`config.mk`:
```
export PLATFORM = sky130hd
export DESIGN_NAME = keyword_stream_spotter
export DESIGN_NICKNAME = d
export VERILOG_FILES = /design/src/kss_pkg.sv /design/src/keyword_stream_spotter.sv
export SDC_FILE = /design/constraint.sdc
export NUM_CORES = 1
export LEC_CHECK = 0
export BUFFER_PORTS_ARGS = -buffer_cell sky130_fd_sc_hd__buf_2
export CAP_MARGIN = 10
export CORE_ASPECT_RATIO = 0.7
export CORE_MARGIN = 5
export CORE_UTILIZATION = 45
export DETAILED_ROUTE_END_ITERATION = 7
export PLACE_DENSITY = 0.72
export REMOVE_ABC_BUFFERS = 1
export SETUP_SLACK_MARGIN = 0.3
export SYNTH_ARGS = -nofsm -noshare
export SYNTH_HDL_FRONTEND = slang
export SYNTH_SLANG_ARGS = --single-unit
```
`constraint.sdc`:
```
create_clock -name aclk -period 8.6 [get_ports aclk]
set_clock_uncertainty 0.1 [all_clocks]
set_input_delay 0.86 -clock aclk [delete_from_list [all_inputs] [get_ports aclk]]
set_output_delay 0.86 -clock aclk [all_outputs]
set_load 0.02 [all_outputs]
```
`src/kss_pkg.sv`:
```
// ----------------------------------------------------------------------------
// Keyword stream spotter package
// Buffer sizing, keyword table and character helpers.
// ----------------------------------------------------------------------------
package kss_pkg;

    localparam int MAX_KEY_LEN   = 13;
    localparam int KEYWORD_COUNT = 11;
    localparam int TABLE_SIZE    = 11;
    localparam int KW_MAX        = 13;
    localparam int ACTIVE_KW     = (KEYWORD_COUNT > TABLE_SIZE) ? TABLE_SIZE : KEYWORD_COUNT;
    localparam int LEN_W         = $clog2(MAX_KEY_LEN + 1);
    localparam int KIDX_W        = 4;

    typedef logic [8*KW_MAX-1:0] kw_text_t;
    typedef logic [7:0]          char_t;

    // Keywords in alphabetical order; string literals are right-justified.
    localparam kw_text_t KW_TEXT [TABLE_SIZE] = '{
        "crashplease", "debugfiles", "debugmode", "edittheme", "getdifference",
        "loadcolors", "loadlang", "moderate", "testmode", "videoplayer",
        "workmode"
    };
    localparam int KW_LEN [TABLE_SIZE] = '{11, 10, 9, 9, 13, 10, 8, 8, 8, 11, 8};

    // Character i of keyword k, zero past its end.
    function automatic char_t kw_char(input int k, input int i);
        char_t c;
        c = '0;
        if (i < KW_LEN[k]) begin
            c = KW_TEXT[k][8*(KW_LEN[k]-1-i) +: 8];
        end
        return c;
    endfunction

    function automatic char_t to_lower(input char_t c);
        char_t r;
        r = c;
        if (c >= 8'h41 && c <= 8'h5A) begin
            r = c + 8'h20;
        end
        return r;
    endfunction

endpackage

```
`src/keyword_stream_spotter.sv`:
```
// A result is registered when the scan of an input transfer ends: the scan
// drops one start offset per step, then writes the result. Each item is one
// character, and no new character is taken while a scan is running.
// The next input transfer is taken the cycle after the previous scan ends.
// Reset (aresetn low, synchronous) empties the pending buffer and drops any
// result not yet transferred; buffer contents themselves are not cleared.
// ----------------------------------------------------------------------------
// Keyword stream spotter
// Lowercases each character, appends it to a pending buffer and scans start
// offsets one per cycle, unless a result is stalled, against the keyword table.
// ----------------------------------------------------------------------------
module keyword_stream_spotter
    import kss_pkg::*;
(
    input  logic       aclk,
    input  logic       aresetn,
    input  logic       s_tvalid,
    output logic       s_tready,
    input  logic [7:0] s_tdata,   // [7:0] character
    output logic       m_tvalid,
    input  logic       m_tready,
    output logic [7:0] m_tdata    // [0] matched, [4:1] keyword_index, [7:5] zero
);

    localparam logic ST_IDLE = 1'b0;
    localparam logic ST_SCAN = 1'b1;

    logic              state_reg, state_next;
    logic [LEN_W-1:0]  len_reg, len_next;
    char_t             chars_reg [MAX_KEY_LEN];
    logic              m_valid_reg, m_valid_next;
    logic              matched_reg, matched_next;
    logic [KIDX_W-1:0] kidx_reg, kidx_next;

    logic [ACTIVE_KW-1:0] full_hit;
    logic [ACTIVE_KW-1:0] head_hit;
    logic [KIDX_W-1:0]    hit_idx;
    logic                 can_out;
    logic                 s_xfer;
    logic                 do_shift;
    char_t                in_char;

    assign s_tready = (state_reg == ST_IDLE);
    assign s_xfer   = s_tvalid && s_tready;
    assign m_tvalid = m_valid_reg;
    assign m_tdata  = {3'b000, kidx_reg, matched_reg};
    assign can_out  = !m_valid_reg || m_tready;
    assign in_char  = to_lower(s_tdata);

    // Shared compare unit: the current buffer window against every keyword head.
    always_comb begin
        logic heq;
        for (int k = 0; k < ACTIVE_KW; k++) begin
            heq = 1'b1;
            for (int i = 0; i < MAX_KEY_LEN; i++) begin
                if (i < int'(len_reg) && chars_reg[i] != kw_char(k, i)) begin
                    heq = 1'b0;
                end
            end
            full_hit[k] = heq && (KW_LEN[k] == int'(len_reg));
            head_hit[k] = heq && (KW_LEN[k] >= int'(len_reg));
        end
        hit_idx = '0;
        for (int k = ACTIVE_KW - 1; k >= 0; k--) begin
            if (full_hit[k]) begin
                hit_idx = KIDX_W'(k);
            end
        end
    end

    always_comb begin
        state_next   = state_reg;
        len_next     = len_reg;
        m_valid_next = m_valid_reg && !m_tready;
        matched_next = matched_reg;
        kidx_next    = kidx_reg;
        do_shift     = 1'b0;
        unique case (state_reg)
            ST_IDLE: begin
                if (s_xfer) begin
                    if (int'(len_reg) >= MAX_KEY_LEN) begin
                        len_next = LEN_W'(MAX_KEY_LEN);
                    end else begin
                        len_next = len_reg + 1'b1;
                    end
                    state_next = ST_SCAN;
                end
            end
            ST_SCAN: begin
                if (can_out) begin
                    if (len_reg == '0 || (|head_hit)) begin
                        // Either nothing is left or the window is a keyword head.
                        m_valid_next = 1'b1;
                        matched_next = |full_hit;
                        kidx_next    = hit_idx;
                        state_next   = ST_IDLE;
                        if (|full_hit) begin
                            len_next = '0;
                        end
                    end else begin
                        do_shift = 1'b1;
                        len_next = len_reg - 1'b1;
                    end
                end
            end
            default: state_next = ST_IDLE;
        endcase
    end

    always_ff @(posedge aclk) begin
        if (!aresetn) begin
            state_reg   <= ST_IDLE;
            len_reg     <= '0;
            m_valid_reg <= 1'b0;
        end else begin
            state_reg   <= state_next;
            len_reg     <= len_next;
            m_valid_reg <= m_valid_next;
        end
        matched_reg <= matched_next;
        kidx_reg    <= kidx_next;
    end

    // Buffer: append on an input transfer, drop the oldest entry on each scan step.
    always_ff @(posedge aclk) begin
        for (int i = 0; i < MAX_KEY_LEN; i++) begin
            if (s_xfer) begin
                if (int'(len_reg) >= MAX_KEY_LEN) begin
                    if (i == MAX_KEY_LEN - 1) begin
                        chars_reg[i] <= in_char;
                    end else begin
                        chars_reg[i] <= chars_reg[i+1];
                    end
                end else if (i == int'(len_reg)) begin
                    chars_reg[i] <= in_char;
                end
            end else if (do_shift && i < MAX_KEY_LEN - 1) begin
                chars_reg[i] <= chars_reg[i+1];
            end
        end
    end

endmodule

```
==> flow_summary.yaml <==
run_status:
  status: "complete, but fails checks"
  violations: "design-rule violations"
synth:
  ys.flop_type: "edfxtp_1"
  ys_async_sr_fraction_pct: 0
  syn_avg_cell_area_sq_um: 10.86
  synth-adder-area-share_pct: 1.093
  syn_area_sq_mm: 0.006867
  synth_compound_area_share_pct: 14.72
  synth-xor-area-share_pct: 0
  yosys-mux-area-fraction_pct: 9.840
  ys_seq_area_share_pct: 49.42
  synth_top_family_by_area: "simple AND/OR/NAND/NOR gates"
  ys_warn_count: 0
  ys_ff_latch: 115
  synth.distinct_cells: 73
  synthSimpleGateAreaFrac_pct: 21.77
  syn_inst: 632
  synth-edff-count: 109
final_layout:
  area.growth.synth_to_final_pct: 11.63
  final_common_cell: "edfxtp_1"
  n_antenna_cell: 0
  final_cell_mix: "edfxtp_1, nand2_1, mux2_2, o21ai_0, nor2_1"
  fill_cells: 1299
  drive_above_1_share_pct: 20.06
  largest_reg_flops: 104
  fin_util_pct: 51.74
  nNetsFinal: 658
pwr:
  power_density_mw_per_mm2: 297.7
  irDropWorstVdd_v: 0.0001455
  finalPower_w: 0.002282
  p_leak_nw: 2.689
placement:
  gp_congestion: 0.9914
  port-buffer-count: 18
  hpwlAfterDp_um: 14610
cts:
  cts_tree: "yes"
  cts.htree.levels: 4
  path_clk_slew_ps: 60
  cts_buffer_depth: 2
  hold_buffers: 0
  cts_sinks: 115
  clock-root-buffer: "clkbuf_16"
  numCtsBuffers: 17
  cts_setup_buffers: 0
  cts_resized: 0
  clock_latency_ps: 420
global_routing:
  grt_pass1_wl_um: 30840
  grt_use_total_pct: 23.04
  grt_pass1_vias: 5078
  grt_max_degree: 27
  grt_remaining_overflow: 0
  antenna_found_initial: 0
critical_path:
  crit_path_start: "len_reg[0]$_SDFFE_PN0P_"
  cp_max_fo: 12
  reg2reg_from: "len_reg[0]$_SDFFE_PN0P_"
  slowest_delay_ps: 690
  startpoint_type: "flop"
  cp_common_cell: "o21ai_0"
  path_cells: "inv_1 > ha_1 > inv_2 > a21oi_1 > o21ai_0 > nor4_2 > nand2b_1 > o211ai_1 > nand4_1 > o32a_1 > o21ai_0"
  crit_path_top_delay_cell: "o32a_1"
  path_class: "flop to flop"
  worstPathRequired_ps: 8490
  arrival_ps: 4760
  critPathCaptureType: "flop"
die:
  initial_core_util_pct: 46.35
  io_pins: 22
  core_sq_mm: 0.01481
  die_h_um: 113.4
  die_x_um: 157.6
  rows: 37
  die_area_sq_mm: 0.01787
routing:
  wirelength_um: 20260
  via_per_inst: 6.598
  firstDrtPassIters: 8
  drcViolationCount: 1
  dr.first_iter.drc_count: 706
  ant_nets: 0
  vias: 5595
  wl_per_cell_um: 23.89
sta:
  rsz0062_at_grt: "no"
  hold_ws_ps: 410.4
  finalSetupViolCount: 0
  worst_pin_slew_ps: 1113
  hold_viol: 0
  slew_headroom_pct: 25.03
  fin_tns_setup_ps: 0
  post-route-period-util_pct: 56.60
  min_period_ps: 4868
  slew_violations: 0
  fmax_mhz: 205.4
run:
  cap_violations: 0
hold_path:
  hold_path_class: "flop to flop"
  hp-start: "m_tvalid$_SDFF_PN0_"
==> worst max-delay path, delay by kind of cell (launching register included) <==
| family | cells | cell delay [ps] |
|---|---|---|
| AOI/OAI and AO/OA | 5 | 2320 |
| and+or+nand+nor | 3 | 940 |
| DFF | 1 | 400 |
| adders and majority gates | 1 | 360 |
| buffers and inverters | 2 | 320 |
==> through the flow <==
step	cells	instance area, sq um	setup WS, ps
global route	848	7665	3497
CTS	848	7665	3838
floorplan	600	6729	5157
finish	848	7665	3732
global placement	816	7097	4196
detailed placement	816	7097	3884
==> cells in the mapped netlist (3+ instances only) <==
master     instances  share of area, %
or4_1              6              0.66
nor4_2             3              0.55
nor4b_1            7              0.89
and4b_1            6              0.87
and3b_1            3              0.38
edfxtp_1         109                48
buf_4              4              0.44
a31oi_1           13               1.2
nand2_1           62               3.4
nand4b_1          10               1.3
ha_1               6               1.1
nand4bb_1          6              0.98
dfxtp_1            6               1.7
nor4bb_1           6              0.87
nor4_1            17               1.5
inv_1             17              0.93
nor3_1            11              0.80
o41ai_1           11               1.4
nand2b_1          16               1.5
nand3_1           14               1.0
and2_1             3              0.27
o31ai_1            4              0.44
a21oi_1           28               2.0
nor3b_1            3              0.33
and4_1             3              0.38
or3_1              3              0.27
o211ai_1           5              0.55
mux2_2            60               9.8
o22ai_1            4              0.36
a31o_2             4              0.51
o21ai_0           50               3.6
and3_1            12               1.1
nor2_1            32               1.7
clkbuf_1          27               1.5
nand4_1            7              0.64
==> per-layer routing <==
layer  share of wire [%]  global-route usage, %
met5                   0                      0
met1                  49                  37.48
met4                 1.9                  6.189
met3                 9.6                  6.231
met2                  39                  29.38
==> kinds of logic (layout without fill, tap and decap cells) <==
kind of cell / count (synthesis) / after routing
other: 1 / 3
adders and majority gates: 6 / 6
muxes: 60 / 60
AOI/OAI and AO/OA: 152 / 152
DFF: 115 / 115
and+or+nand+nor: 246 / 246
buffers and inverters: 52 / 71
==> report_power, final <==
part	internal [W]	switching, W
registers	0.000755	0.000111
clock network	0.000423	0.000264
logic	0.000268	0.000461
total	0.00145	0.000836
==> path summary, 6_finish.rpt <==
kind | cells past startpoint | slack [ps] | to
min | 2 | 410 | m_tvalid$_SDFF_PN0_
max reg2reg | 11 | 3730 | chars_reg[8][4]$_DFFE_PP_
min reg2reg | 2 | 410 | m_tvalid$_SDFF_PN0_
max | 11 | 3730 | chars_reg[8][4]$_DFFE_PP_
==> area by class of cell <==
cell class | count | area, sq um | share of cell area, %
inverter | 18 | 67.56 | 0.8815
multi-input combinational | 467 | 3279 | 42.78
timing repair buffer | 21 | 112.6 | 1.469
sequential | 115 | 3393 | 44.27
clock inverter | 14 | 138.9 | 1.812
tap | 195 | 244.0 | 3.183
clock buffer | 18 | 429.2 | 5.599
No activity file was read; power rests on OpenSTA's default activity.
